**config.mk**
```make
export PLATFORM = sky130hd
export DESIGN_NAME = encoder_drive_pid_controller_top
export DESIGN_NICKNAME = d
export VERILOG_FILES = /design/src/sv/edpc_pkg.sv /design/src/sv/edpc_pid_serial.sv /design/src/sv/encoder_drive_pid_controller_top.sv
export SDC_FILE = /design/constraint.sdc
export NUM_CORES = 1
export LEC_CHECK = 0
export BUFFER_PORTS_ARGS = -buffer_cell sky130_fd_sc_hd__buf_2
export CORE_UTILIZATION = 40
export CTS_CLUSTER_SIZE = 40
export DETAILED_ROUTE_END_ITERATION = 10
export PLACE_DENSITY = 0.61
export SLEW_MARGIN = 20
export SYNTH_ARGS = -nofsm -noshare
export SYNTH_HDL_FRONTEND = slang
export SYNTH_SLANG_ARGS = --single-unit
```
**constraint.sdc**
```tcl
create_clock -name clk -period 9.94 [get_ports clk]
set_input_delay 0.994 -clock clk [delete_from_list [all_inputs] [get_ports clk]]
set_output_delay 0.994 -clock clk [all_outputs]
set_load 0.005 [all_outputs]
```
**src/sv/edpc_pkg.sv**
```systemverilog
package edpc_pkg;

  // Block parameters
  localparam int PWM_LOW    = 0;
  localparam int PWM_HIGH   = 255;
  localparam int COUNT_BITS = 16;

  // Field and datapath widths
  localparam int CNT_W  = COUNT_BITS;
  localparam int ERR_W  = CNT_W + 1;
  localparam int DIF_W  = CNT_W + 2;
  localparam int SUM_W  = 32;
  localparam int SPD_W  = 32;
  localparam int FRAC_W = 16;
  localparam int GAIN_W = 24;
  localparam int TGT_W  = 16;
  localparam int PCT_W  = 7;
  localparam int PWM_W  = 8;
  localparam int CFG_W  = 24;
  localparam int IDX_W  = 3;
  localparam int MAG_W  = SPD_W - FRAC_W;

  localparam int OPND_W = (SUM_W > DIF_W) ? SUM_W : DIF_W;
  localparam int TRM_W  = OPND_W + 2;
  localparam int ACC_W  = TRM_W + 1;
  localparam int HI_W   = SPD_W - GAIN_W;
  localparam int CMP_W  = (CNT_W > TGT_W) ? CNT_W : TGT_W;
  localparam int SACC_W = ((SUM_W > ERR_W) ? SUM_W : ERR_W) + 1;
  localparam int CYC_W  = $clog2(GAIN_W);

  // Percent to duty mapping: divide by 100 through a scaled reciprocal
  localparam int PCT_MAX  = 100;
  localparam int DUTY_SH  = 19;
  localparam int DUTY_MUL = (PWM_HIGH - PWM_LOW) * ((2**DUTY_SH + PCT_MAX - 1) / PCT_MAX);

  // Register indexes
  localparam logic [IDX_W-1:0] REG_MODE     = IDX_W'(0);
  localparam logic [IDX_W-1:0] REG_TURN_DIR = IDX_W'(1);
  localparam logic [IDX_W-1:0] REG_TARGET   = IDX_W'(2);
  localparam logic [IDX_W-1:0] REG_BASE     = IDX_W'(3);
  localparam logic [IDX_W-1:0] REG_TURN_SPD = IDX_W'(4);
  localparam logic [IDX_W-1:0] REG_GAIN_P   = IDX_W'(5);
  localparam logic [IDX_W-1:0] REG_GAIN_I   = IDX_W'(6);
  localparam logic [IDX_W-1:0] REG_GAIN_D   = IDX_W'(7);

  // Register reset values
  localparam logic [PCT_W-1:0]  RST_BASE     = PCT_W'(90);
  localparam logic [PCT_W-1:0]  RST_TURN_SPD = PCT_W'(100);
  localparam logic [GAIN_W-1:0] RST_GAIN_P   = GAIN_W'(655360);
  localparam logic [GAIN_W-1:0] RST_GAIN_I   = GAIN_W'(328);
  localparam logic [GAIN_W-1:0] RST_GAIN_D   = GAIN_W'(0);

  // Item and mode codes
  localparam logic OP_START      = 1'b0;
  localparam logic OP_TICK       = 1'b1;
  localparam logic MODE_STRAIGHT = 1'b0;
  localparam logic MODE_TURN     = 1'b1;

  // Request into the serial PID unit
  typedef struct packed {
    logic                    start;
    logic signed [ERR_W-1:0] err;
    logic signed [SUM_W-1:0] sum;
    logic signed [DIF_W-1:0] diff;
    logic [PCT_W-1:0]        base;
  } pid_req_t;

  // Response from the serial PID unit
  typedef struct packed {
    logic                    done;
    logic signed [SPD_W-1:0] speed;
  } pid_rsp_t;

  // Clamp an integer percent magnitude to 100 and map it onto the PWM range
  function automatic logic [PWM_W-1:0] pct_duty(input logic [MAG_W-1:0] mag);
    logic [PCT_W-1:0] pct;
    logic [31:0]      prod;
    pct  = (mag > MAG_W'(PCT_MAX)) ? PCT_W'(PCT_MAX) : mag[PCT_W-1:0];
    prod = 32'(pct) * 32'(DUTY_MUL);
    return PWM_W'(prod >> DUTY_SH) + PWM_W'(PWM_LOW);
  endfunction

endpackage

```
**src/sv/edpc_pid_serial.sv**
```systemverilog
module edpc_pid_serial (
  input  logic                                clk,
  input  logic                                rst,
  input  edpc_pkg::pid_req_t                  req,
  input  logic [edpc_pkg::GAIN_W-1:0]         gain_p,
  input  logic [edpc_pkg::GAIN_W-1:0]         gain_i,
  input  logic [edpc_pkg::GAIN_W-1:0]         gain_d,
  output edpc_pkg::pid_rsp_t                  rsp
);

  logic                                   busy;
  logic                                   done;
  logic [edpc_pkg::CYC_W-1:0]             cnt;
  logic [edpc_pkg::GAIN_W-1:0]            gp;
  logic [edpc_pkg::GAIN_W-1:0]            gi;
  logic [edpc_pkg::GAIN_W-1:0]            gd;
  logic [edpc_pkg::GAIN_W-1:0]            bsh;
  logic signed [edpc_pkg::ERR_W-1:0]      err_q;
  logic signed [edpc_pkg::SUM_W-1:0]      sum_q;
  logic signed [edpc_pkg::DIF_W-1:0]      diff_q;
  logic signed [edpc_pkg::ACC_W-1:0]      acc;
  logic [edpc_pkg::GAIN_W-1:0]            low;

  logic signed [edpc_pkg::ACC_W-1:0]      t_b;
  logic signed [edpc_pkg::ACC_W-1:0]      t_p;
  logic signed [edpc_pkg::ACC_W-1:0]      t_i;
  logic signed [edpc_pkg::ACC_W-1:0]      t_d;
  logic signed [edpc_pkg::ACC_W-1:0]      acc_sum;
  logic [edpc_pkg::ACC_W-edpc_pkg::HI_W:0] hi;
  logic                                   fits;

  // Select this bit's partial products; the base speed enters one bit a cycle
  always_comb begin
    t_b     = $signed(edpc_pkg::ACC_W'(bsh[0]));
    t_p     = gp[0] ? edpc_pkg::ACC_W'(err_q)  : '0;
    t_i     = gi[0] ? edpc_pkg::ACC_W'(sum_q)  : '0;
    t_d     = gd[0] ? edpc_pkg::ACC_W'(diff_q) : '0;
    acc_sum = acc + t_b - t_p - t_i - t_d;
  end

  // Saturate the finished value to 32-bit signed
  always_comb begin
    hi   = acc[edpc_pkg::ACC_W-1:edpc_pkg::HI_W-1];
    fits = (&hi) | (~|hi);
    rsp.done = done;
    if (fits) begin
      rsp.speed = $signed({acc[edpc_pkg::HI_W-1:0], low});
    end else if (acc[edpc_pkg::ACC_W-1]) begin
      rsp.speed = $signed({1'b1, {(edpc_pkg::SPD_W-1){1'b0}}});
    end else begin
      rsp.speed = $signed({1'b0, {(edpc_pkg::SPD_W-1){1'b1}}});
    end
  end

  // Scan the gains LSB first, shifting finished bits out of the accumulator
  always_ff @(posedge clk) begin
    if (rst) begin
      busy <= 1'b0;
      done <= 1'b0;
      cnt  <= '0;
    end else begin
      if (req.start) begin
        busy   <= 1'b1;
        done   <= 1'b0;
        cnt    <= '0;
        acc    <= '0;
        gp     <= gain_p;
        gi     <= gain_i;
        gd     <= gain_d;
        bsh    <= edpc_pkg::GAIN_W'({req.base, {edpc_pkg::FRAC_W{1'b0}}});
        err_q  <= req.err;
        sum_q  <= req.sum;
        diff_q <= req.diff;
      end else if (busy) begin
        acc  <= acc_sum >>> 1;
        low  <= {acc_sum[0], low[edpc_pkg::GAIN_W-1:1]};
        gp   <= gp >> 1;
        gi   <= gi >> 1;
        gd   <= gd >> 1;
        bsh  <= bsh >> 1;
        cnt  <= cnt + 1'b1;
        done <= (cnt == edpc_pkg::CYC_W'(edpc_pkg::GAIN_W - 1));
        if (cnt == edpc_pkg::CYC_W'(edpc_pkg::GAIN_W - 1)) begin
          busy <= 1'b0;
        end
      end else begin
        done <= 1'b0;
      end
    end
  end

endmodule

```
**src/sv/encoder_drive_pid_controller_top.sv**
```systemverilog
// Two-wheel drive controller. Start items (s_tuser low) clear the encoder counts and PID state
// and begin a motion; tick items (s_tuser high) add the encoder pulses in s_tdata. Every item
// returns exactly one result with PWM duty and direction bits for both wheels; m_tlast marks the
// result that ends a motion, when either count reaches target_count, and that result has all
// direction and PWM bits low. Items are handled one at a time. A start item or an idle tick
// goes from acceptance straight to S_EMIT, a turn-mode or stopping tick passes S_EVAL first;
// a straight-mode tick passes S_EVAL and then waits in S_MUL for the PID unit, which scans
// the 24-bit gains one bit per cycle. A finished result sits in the output register, so the
// next item is taken the cycle after it is loaded even while m_tready is low. Configuration
// writes are always ready.
module encoder_drive_pid_controller_top (
  input  logic                          clk,
  input  logic                          rst,
  input  logic                          s_tvalid,
  output logic                          s_tready,
  input  logic [7:0]                    s_tdata,   // [0] left_pulse, [1] right_pulse
  input  logic                          s_tuser,   // [0] opcode
  output logic                          m_tvalid,
  input  logic                          m_tready,
  // [7:0] left_pwm, [8] left_forward, [9] left_backward,
  // [17:10] right_pwm, [18] right_forward, [19] right_backward
  output logic [23:0]                   m_tdata,
  output logic                          m_tlast,   // done_res
  input  logic                          cfg_valid,
  output logic                          cfg_ready,
  input  logic [edpc_pkg::IDX_W-1:0]    cfg_index,
  input  logic [edpc_pkg::CFG_W-1:0]    cfg_data
);

  typedef enum logic [1:0] {
    S_IDLE,
    S_EVAL,
    S_MUL,
    S_EMIT
  } state_t;

  state_t state;

  // Configuration registers
  logic                          mode;
  logic                          turn_dir;
  logic [edpc_pkg::TGT_W-1:0]    target_count;
  logic [edpc_pkg::PCT_W-1:0]    cruise_speed;
  logic [edpc_pkg::PCT_W-1:0]    turn_speed;
  logic [edpc_pkg::GAIN_W-1:0]   gain_p;
  logic [edpc_pkg::GAIN_W-1:0]   gain_i;
  logic [edpc_pkg::GAIN_W-1:0]   gain_d;

  // Motion state
  logic [edpc_pkg::CNT_W-1:0]        left_count;
  logic [edpc_pkg::CNT_W-1:0]        right_count;
  logic signed [edpc_pkg::SUM_W-1:0] error_sum;
  logic signed [edpc_pkg::ERR_W-1:0] last_error;
  logic signed [edpc_pkg::SPD_W-1:0] right_speed_now;
  logic                              running;
  logic                              res_stop;
  logic                              res_done;

  logic                                reached;
  logic signed [edpc_pkg::ERR_W-1:0]   err;
  logic signed [edpc_pkg::DIF_W-1:0]   diff;
  logic signed [edpc_pkg::SACC_W-1:0]  sum_wide;
  logic [edpc_pkg::SACC_W-edpc_pkg::SUM_W:0] sum_hi;
  logic signed [edpc_pkg::SUM_W-1:0]   sum_sat;
  edpc_pkg::pid_req_t                  pid_req;
  edpc_pkg::pid_rsp_t                  pid_rsp;

  logic                          turn_nz;
  logic                          l_rev;
  logic                          r_rev;
  logic [edpc_pkg::MAG_W-1:0]    l_mag;
  logic [edpc_pkg::MAG_W-1:0]    r_mag;
  logic [edpc_pkg::SPD_W-1:0]    rsn_abs;
  logic [edpc_pkg::PWM_W-1:0]    l_pwm;
  logic [edpc_pkg::PWM_W-1:0]    r_pwm;
  logic [23:0]                   out_data;

  assign s_tready  = (state == S_IDLE);
  assign cfg_ready = 1'b1;

  // Hold configuration registers, write one per transaction
  always_ff @(posedge clk) begin
    if (rst) begin
      mode         <= 1'b0;
      turn_dir     <= 1'b0;
      target_count <= '0;
      cruise_speed <= edpc_pkg::RST_BASE;
      turn_speed   <= edpc_pkg::RST_TURN_SPD;
      gain_p       <= edpc_pkg::RST_GAIN_P;
      gain_i       <= edpc_pkg::RST_GAIN_I;
      gain_d       <= edpc_pkg::RST_GAIN_D;
    end else if (cfg_valid && cfg_ready) begin
      unique case (cfg_index)
        edpc_pkg::REG_MODE:     mode         <= cfg_data[0];
        edpc_pkg::REG_TURN_DIR: turn_dir     <= cfg_data[0];
        edpc_pkg::REG_TARGET:   target_count <= cfg_data[edpc_pkg::TGT_W-1:0];
        edpc_pkg::REG_BASE:     cruise_speed <= cfg_data[edpc_pkg::PCT_W-1:0];
        edpc_pkg::REG_TURN_SPD: turn_speed   <= cfg_data[edpc_pkg::PCT_W-1:0];
        edpc_pkg::REG_GAIN_P:   gain_p       <= cfg_data[edpc_pkg::GAIN_W-1:0];
        edpc_pkg::REG_GAIN_I:   gain_i       <= cfg_data[edpc_pkg::GAIN_W-1:0];
        edpc_pkg::REG_GAIN_D:   gain_d       <= cfg_data[edpc_pkg::GAIN_W-1:0];
        default: ;
      endcase
    end
  end

  // Compare counts to target and form the error terms
  always_comb begin
    reached  = (edpc_pkg::CMP_W'(left_count)  >= edpc_pkg::CMP_W'(target_count)) ||
               (edpc_pkg::CMP_W'(right_count) >= edpc_pkg::CMP_W'(target_count));
    err      = $signed({1'b0, right_count}) - $signed({1'b0, left_count});
    diff     = edpc_pkg::DIF_W'(err) - edpc_pkg::DIF_W'(last_error);
    sum_wide = edpc_pkg::SACC_W'(error_sum) + edpc_pkg::SACC_W'(err);
    sum_hi   = sum_wide[edpc_pkg::SACC_W-1:edpc_pkg::SUM_W-1];
    if ((&sum_hi) || (~|sum_hi)) begin
      sum_sat = sum_wide[edpc_pkg::SUM_W-1:0];
    end else if (sum_wide[edpc_pkg::SACC_W-1]) begin
      sum_sat = $signed({1'b1, {(edpc_pkg::SUM_W-1){1'b0}}});
    end else begin
      sum_sat = $signed({1'b0, {(edpc_pkg::SUM_W-1){1'b1}}});
    end
  end

  // Launch the PID unit on a running straight-mode tick
  always_comb begin
    pid_req.start = (state == S_EVAL) && !reached && (mode == edpc_pkg::MODE_STRAIGHT);
    pid_req.err   = err;
    pid_req.sum   = sum_sat;
    pid_req.diff  = diff;
    pid_req.base  = cruise_speed;
  end

  edpc_pid_serial u_pid (
    .clk    (clk),
    .rst    (rst),
    .req    (pid_req),
    .gain_p (gain_p),
    .gain_i (gain_i),
    .gain_d (gain_d),
    .rsp    (pid_rsp)
  );

  // Turn wheel speeds into direction bits and duty
  always_comb begin
    turn_nz = (turn_speed != '0);
    rsn_abs = right_speed_now[edpc_pkg::SPD_W-1] ?
              (~right_speed_now + 1'b1) : right_speed_now;
    if (mode == edpc_pkg::MODE_TURN) begin
      l_rev = !turn_dir && turn_nz;
      r_rev = turn_dir && turn_nz;
      l_mag = edpc_pkg::MAG_W'(turn_speed);
      r_mag = edpc_pkg::MAG_W'(turn_speed);
    end else begin
      l_rev = 1'b0;
      r_rev = right_speed_now[edpc_pkg::SPD_W-1];
      l_mag = edpc_pkg::MAG_W'(cruise_speed);
      r_mag = rsn_abs[edpc_pkg::SPD_W-1:edpc_pkg::FRAC_W];
    end
    l_pwm = edpc_pkg::pct_duty(l_mag);
    r_pwm = edpc_pkg::pct_duty(r_mag);
    if (res_stop) begin
      out_data = '0;
    end else begin
      out_data = {4'b0, r_rev, !r_rev, r_pwm, l_rev, !l_rev, l_pwm};
    end
  end

  // Sequence one item and register its result
  always_ff @(posedge clk) begin
    if (rst) begin
      state           <= S_IDLE;
      m_tvalid        <= 1'b0;
      running         <= 1'b0;
      left_count      <= '0;
      right_count     <= '0;
      error_sum       <= '0;
      last_error      <= '0;
      right_speed_now <= '0;
    end else begin
      // Drop a taken result unless a new one loads this cycle
      if (m_tvalid && m_tready && (state != S_EMIT)) begin
        m_tvalid <= 1'b0;
      end
      unique case (state)
        S_IDLE: begin
          if (s_tvalid) begin
            if (s_tuser == edpc_pkg::OP_START) begin
              left_count      <= '0;
              right_count     <= '0;
              error_sum       <= '0;
              last_error      <= '0;
              right_speed_now <= $signed(edpc_pkg::SPD_W'({cruise_speed,
                                                            {edpc_pkg::FRAC_W{1'b0}}}));
              res_stop        <= (target_count == '0);
              res_done        <= (target_count == '0);
              running         <= (target_count != '0);
              state           <= S_EMIT;
            end else if (!running) begin
              res_stop <= 1'b1;
              res_done <= 1'b0;
              state    <= S_EMIT;
            end else begin
              if (s_tdata[0] && (left_count != '1)) begin
                left_count <= left_count + 1'b1;
              end
              if (s_tdata[1] && (right_count != '1)) begin
                right_count <= right_count + 1'b1;
              end
              state <= S_EVAL;
            end
          end
        end
        S_EVAL: begin
          if (reached) begin
            running  <= 1'b0;
            res_stop <= 1'b1;
            res_done <= 1'b1;
            state    <= S_EMIT;
          end else if (mode == edpc_pkg::MODE_TURN) begin
            res_stop <= 1'b0;
            res_done <= 1'b0;
            state    <= S_EMIT;
          end else begin
            error_sum  <= sum_sat;
            last_error <= err;
            res_stop   <= 1'b0;
            res_done   <= 1'b0;
            state      <= S_MUL;
          end
        end
        S_MUL: begin
          if (pid_rsp.done) begin
            right_speed_now <= pid_rsp.speed;
            state           <= S_EMIT;
          end
        end
        S_EMIT: begin
          if (!m_tvalid || m_tready) begin
            m_tdata  <= out_data;
            m_tlast  <= res_done;
            m_tvalid <= 1'b1;
            state    <= S_IDLE;
          end
        end
        default: state <= S_IDLE;
      endcase
    end
  end

endmodule

```
# Word level (Yosys, flattened, before mapping)
# Cells that the tools add are included.
dict set report op_classes {
  n_addsub 11
  multipliers 2
  n_div 0
  order_cmp 4
  n_eq_ne 25
  shift 0
  mux 70
  bitwise 6
  n_reduce_logical 51
}
# cell count
set op_table {}
lappend op_table {{$mux W32} 12}
lappend op_table {{$mux W24} 6}
lappend op_table {{$mux W35} 4}
lappend op_table {{$pmux W32 S2} 2}
lappend op_table {{$mux W16} 7}
lappend op_table {{$sub A35 B35 Y35} 3}
lappend op_table {{$mux W17} 4}
lappend op_table {{$mul A7 B21 Y27 const B} 2}
lappend op_table {{$mux W23} 2}
lappend op_table {{$add A35 B2 Y35} 1}
lappend op_table {{$pmux W17 S2} 1}
lappend op_table {{$add A32 B17 Y33} 1}
lappend op_table {{$add A16 B1 Y16 const B} 2}
lappend op_table {{$add A32 B1 Y32 const B} 1}
lappend op_table {{$ge A16 B16 Y1} 2}
lappend op_table {{$gt A16 B7 Y1 const B} 2}
lappend op_table {{$ne A16 B16 Y1 const B} 2}
lappend op_table {{$not A32 Y32} 1}
lappend op_table {{$reduce_and A28 Y1} 1}
lappend op_table {{$reduce_or A28 Y1} 1}
lappend op_table {{$reduce_and A2 Y1} 11}
lappend op_table {{$mux W7} 3}
lappend op_table {{$mux W1} 20}
lappend op_table {{$reduce_and A4 Y1} 5}
lappend op_table {{other kinds (30)} 73}
dict set report totals {
  register_bits 476
  latchBits 0
  mem_bits_rw 0
  romBits 0
  in_bits 41
  output_inout_bits 28
  elab_cells 203
  n_memories 0
}

# Depth between registers and ports, before layout
dict set report logic_depth {
  depth_word 9
  depth_mapped 29
  ltp_nobuf 27
}

# Hierarchy
# Synthesis repeated with hierarchy kept, for this count alone.
dict set report hier_totals {
  hier_cells 3013
  area_unflattened_um2 29530.8
}
# mod n_inst cells_each area_per_inst_um2 seq_area_each_um2
set by_module_without_submodules {}
lappend by_module_without_submodules {encoder_drive_pid_controller_top 1 2022 16816.1 5114.9}
lappend by_module_without_submodules {edpc_pid_serial 1 991 12714.7 6746.5}

# Least setup slack after synthesis
# Ideal clock, no wire load.
dict set report synth_path {
  kind {register -> register}
  startpoint {register target_count[13] in the netlist's numbering}
  endpoint {register u_pid.acc[0] in the netlist's numbering (enable)}
  setup_ns 0.618
  arrival_time_ns 8.145
  t_required_ns 9.322
  slack_ns 1.177
  path_stages_with_launch 14
  path_buffers 3
  period_less_slack_ns 8.763
  cell_sequence {dfxtp_1 > inv_1 > ha_1 > a21o_1 > a21o_1 > a2111oi_0 > o211ai_1 > nor3_1 > and3_1 > clkbuf_1 > clkbuf_1 > clkbuf_1 > nor2_1 > nor2_1}
}
dict set report synth_via {
  elab_chain_cells 7
  word_cells_on_any_way 8
  classes_between {order compare (2); reduce/logical (6)}
}
# item line_no
set synth_lines {}
lappend synth_lines {{start: declaration} encoder_drive_pid_controller_top.sv:42} ;# logic [edpc_pkg::TGT_W-1:0] target_count;
lappend synth_lines {{start signal: assignment} encoder_drive_pid_controller_top.sv:96} ;# edpc_pkg::REG_TARGET: target_count <= cfg_data[edpc_pkg::TGT_W-1:0];
lappend synth_lines {{$ge A16 B16 Y1, on equally long branches} {encoder_drive_pid_controller_top.sv:109, encoder_drive_pid_controller_top.sv:110}}
lappend synth_lines {{$logic_or A1 B1 Y1 (*)} encoder_drive_pid_controller_top.sv:109} ;# reached = (edpc_pkg::CMP_W'(left_count) >= edpc_pkg::CMP_W'(target_count)) ||
lappend synth_lines {{$logic_not A1 Y1 (*)} encoder_drive_pid_controller_top.sv:126} ;# pid_req.start = (state == S_EVAL) && !reached && (mode == edpc_pkg::MODE_STRAIGHT);
lappend synth_lines {{$logic_and A1 B1 Y1 (*) (2 in a row)} encoder_drive_pid_controller_top.sv:126}
lappend synth_lines {{$reduce_bool A2 Y1 (no source line) (*)} -}
lappend synth_lines {{$reduce_and A2 Y1 (no source line) (*)} -}
lappend synth_lines {{end signal: assignment} edpc_pid_serial.sv:75} ;# acc <= acc_sum >>> 1;
lappend synth_lines {{end: declaration} edpc_pid_serial.sv:21} ;# logic signed [edpc_pkg::ACC_W-1:0] acc;
# Every way passes the cells marked *; elsewhere a longest branch is shown, timed or not.
# A chain may end at the register's enable or synchronous reset.

# Worst setup path after layout
dict set report layout_path {
  startpoint {register right_speed_now[11] in the netlist's numbering}
  endpoint {register m_tdata[17], data pin}
}
dict set report layout_via {
  elab_chain_cells 7
}
# item line_no
set layout_lines {}
lappend layout_lines {{start: declaration} encoder_drive_pid_controller_top.sv:54} ;# logic signed [edpc_pkg::SPD_W-1:0] right_speed_now;
lappend layout_lines {{start signal: assignment} encoder_drive_pid_controller_top.sv:192} ;# right_speed_now <= $signed(edpc_pkg::SPD_W'({cruise_speed,
lappend layout_lines {{start signal: assignment} encoder_drive_pid_controller_top.sv:233} ;# right_speed_now <= pid_rsp.speed;
lappend layout_lines {{$not A32 Y32 (*)} encoder_drive_pid_controller_top.sv:147} ;# (~right_speed_now + 1'b1) : right_speed_now;
lappend layout_lines {{$add A32 B1 Y32 (*)} encoder_drive_pid_controller_top.sv:147}
lappend layout_lines {{$mux W32 (*)} encoder_drive_pid_controller_top.sv:146} ;# rsn_abs = right_speed_now[edpc_pkg::SPD_W-1] ?
lappend layout_lines {{$mux W16 (*)} encoder_drive_pid_controller_top.sv:148} ;# if (mode == edpc_pkg::MODE_TURN) begin
lappend layout_lines {{$gt A16 B7 Y1} edpc_pkg.sv:78} ;# pct = (mag > MAG_W'(PCT_MAX)) ? PCT_W'(PCT_MAX) : mag[PCT_W-1:0];
lappend layout_lines {{$mux W7 (*)} edpc_pkg.sv:78}
lappend layout_lines {{$mul A7 B21 Y27 (*)} edpc_pkg.sv:79} ;# prod = 32'(pct) * 32'(DUTY_MUL);
lappend layout_lines {{end signal: assignment} encoder_drive_pid_controller_top.sv:239} ;# m_tdata <= out_data;
lappend layout_lines {{end: declaration} encoder_drive_pid_controller_top.sv:22} ;# output logic [23:0] m_tdata,
# Marked as above.

==> metrics.txt <==
Logic pwr share 0.262; area grow syn2layout 10.6%; R2R cell count 26; PD cells 180 nW/um^2; die width 270 um; hold-critical path depth 0; met2 GRT Util 0.290; layout cells sized above 1 0.0950; Startpoint Class flop; period utilisation layout 0.748; drt total wl 64.9 mm; Ys Warns 0; Mapped Cells 2,930; Crit. Startpoint right_speed_now[11]; fraction of the yosys area taken by sequential cells 0.413; Post-synth top cells nand2_1 (361), ha_1 (284), nor2_1 (270); distinct cell type count after synthesis 84; CTS tree done; #FFs+latches synth 471; largest net degree at the start of global routing 77; Slew Viols, Final 0; H-tree depth 2; worst slew pin tran 1.08 ns; hold_sp u_pid.low[11]; num ports 69; Hold Vio Cnt, Final 0; num rows 97; Setup Viol. Count Final 0; Clock Latency Late Sink 0.61 ns; starting density of the core 0.408; Area contributors post-synth edfxtp_1 (25%), dfxtp_1 (16%), ha_1 (12%), fa_1 (6.6%), nand2_1 (4.7%); ys async rst share 0; First-pass DRT Iterations 5; RSZ-0062 raised after global routing false; leading area contributor after synthesis edfxtp_1; max cap viols 0; Clock Path Buffers 3; final RePlAce weighted congestion 0.861; maximum VDD drop 0.128 mV; Sw Pwr 1.74 mW; EDFF count, synth 243; Vias/cell 5.30; syn_area_per_cell 9.81 um^2; total number of vias 20,900; Clk pwr share 0.349; CTS-repair resized insts 0; cell area after layout 31,800 um^2; CP endpoint kind flop; crit path kind flop to flop; WP data arrival 7.79 ns; top cell type's share of synthesized area 0.254; DRC 0; buffer count from post-CTS setup fixing 0; GR Util met3 0.0227; cell internal pwr 3.98 mW; busiest layer in global routing met2; fin crit period 7.44 ns; Worst Path Max Fanout 13; IO buf count 57; grt ovf 0; core area 70,500 um^2; total CTS buffers 53; Flop pwr share 0.389; WHS 0.448 ns; post-DP HPWL 47.5 mm; main flop type after synthesis edfxtp_1; initial antenna violation count 1; Switching Share 0.305; Worst EP required 10.29 ns; Hold Buf Count CTS 0; placed cell areas 30,000 um^2; P_leak 12.6 nW; first-pass GRT wire length 106 mm; gr usage total 0.177; sum of negative setup slack 0 ns; Antenna Nets Post-Route 0; 1st-iter DRT viols 1,344; Worst Hold Class flop to flop; Final #Nets 3,378; Die Ht 270 um; worst r2r src right_speed_now[11]; clk slew on worst S/H paths 0.06 ns; Mapped Area 28,700 um^2; relative slew slack 0.278; Die ar. 72,900 um^2; overall power 5.72 mW; outcome finished clean; Final Util 0.451; diode count 0; drt wl/cell 16.5 um; skew final 0.0362 ns; vias in the first global route 20,600; top-count cell post-synth nand2_1; met1 Track Usage GR 0.245; FMAX 134 MHz; clk root buf clkbuf_16; Clock Sinks 471
power groups by stage:
| stage | Sequential, mW | Combinational (mW) | Clock (mW) |
|---|---|---|---|
| 2_1_floorplan | 2.25 | 1.16 | 0 |
| 3_3_place_gp | 2.26 | 1.45 | 0 |
| 3_5_place_dp | 2.26 | 1.48 | 0 |
| 4_1_cts | 2.22 | 1.50 | 2.05 |
| 5_1_grt | 2.23 | 1.70 | 2.13 |
| 6_report | 2.22 | 1.50 | 2.00 |
per-layer routing:
layer / vias to the layer above / share of wire / wire, um
met5: - / 0 / 0
met4: 0 / 0.020 / 1270
met3: 84 / 0.044 / 2860
met2: 402 / 0.46 / 29700
met1: 10000 / 0.48 / 31100
li1: 10400 / - / -
cells by family (layout without fill, tap and decap cells):
kind of cell             after synthesis  in the layout  synth area share
AO/OA/AOI/OAI                        588            588             0.126
XOR/XNOR                             123            123            0.0375
adder cells (fa/ha/maj)              396            396             0.196
buffers and inverters                289            357            0.0385
flip-flops                           471            471             0.413
multiplexers                          90             90            0.0349
other                                  2              5          0.000261
AND/OR/NAND/NOR                      971            971             0.155
layout make-up:
cell class	instances	area (um^2)
timing repair buffer	84	494
fill	6578	38700
sequential	471	11900
multi-input combinational	2173	15800
clock inverter	30	345
inverter	175	657
clock buffer	68	1440
tap	940	1180
per-stage QoR:
| step | setup WS [ns] | instances |
|---|---|---|
| finish | 2.50 | 3941 |
| global route | 2.04 | 3941 |
| CTS | 2.52 | 3941 |
| detailed placement | 2.53 | 3843 |
| global placement | 2.68 | 3843 |
| floorplan | 1.18 | 2933 |
registers in the layout, summed over array words and instances, names as in the netlist, 17 cells and up:
name and cells:
error_sum 32, gain_d 24, gain_i 24, gain_p 24, last_error 17, m_tdata 20, right_speed_now 32, u_pid.acc 34
u_pid.bsh 23, u_pid.diff_q 18, u_pid.err_q 17, u_pid.gd 24, u_pid.gi 24, u_pid.gp 24, u_pid.low 24, u_pid.sum_q 32
critical path: stages (launching register included):
cell and delay (ns):
dfxtp_1 0.31, nor4_1 0.39, nand4_1 0.52, o41ai_1 0.49, xor2_1 0.19, o21ai_0 0.12
o311a_2 0.44, nor2_1 0.17, and2_1 0.32, ha_1 0.33, ha_1 0.34, fa_1 0.51
inv_1 0.05, fa_1 0.51, inv_1 0.05, ha_1 0.27, nand2_1 0.09, nor2_1 0.05
o21a_1 0.16, o21ai_0 0.18, a21oi_1 0.11, o41a_1 0.37, a31oi_1 0.25, o21ai_0 0.19
or3_4 0.38, o22ai_2 0.12, mux2_4 0.31
cell usage in the layout (no fill, tap or decap), drive strengths merged, types with 8 or more instances in the layout:
cell and n:
inv 177, o21bai 18, clkbuf 68, or2 17
nand4 26, a21o 60, a211oi 13, a21oi 266
nor3 46, nor4 32, clkinv 19, fa 95
edfxtp 243, nand2 361, nand3b 9, ha 284
and2 23, nand3 57, nand2b 20, nor2 270
o41ai 8, dfxtp 228, xor2 40, a211o 11
nor3b 14, mux2i 12, mux2 78, maj3 17
o21a 16, or3 12, xnor2 83, and3 20
o31ai 8, o21ai 110, nor2b 52, buf 84
final timing paths:
kind | end | slack (ns)
min | u_pid.low[10] | 0.45
max reg2reg | m_tdata[17] | 2.50
min reg2reg | u_pid.low[10] | 0.45
max | m_tdata[17] | 2.50
Power figures use the tool's default switching activity.
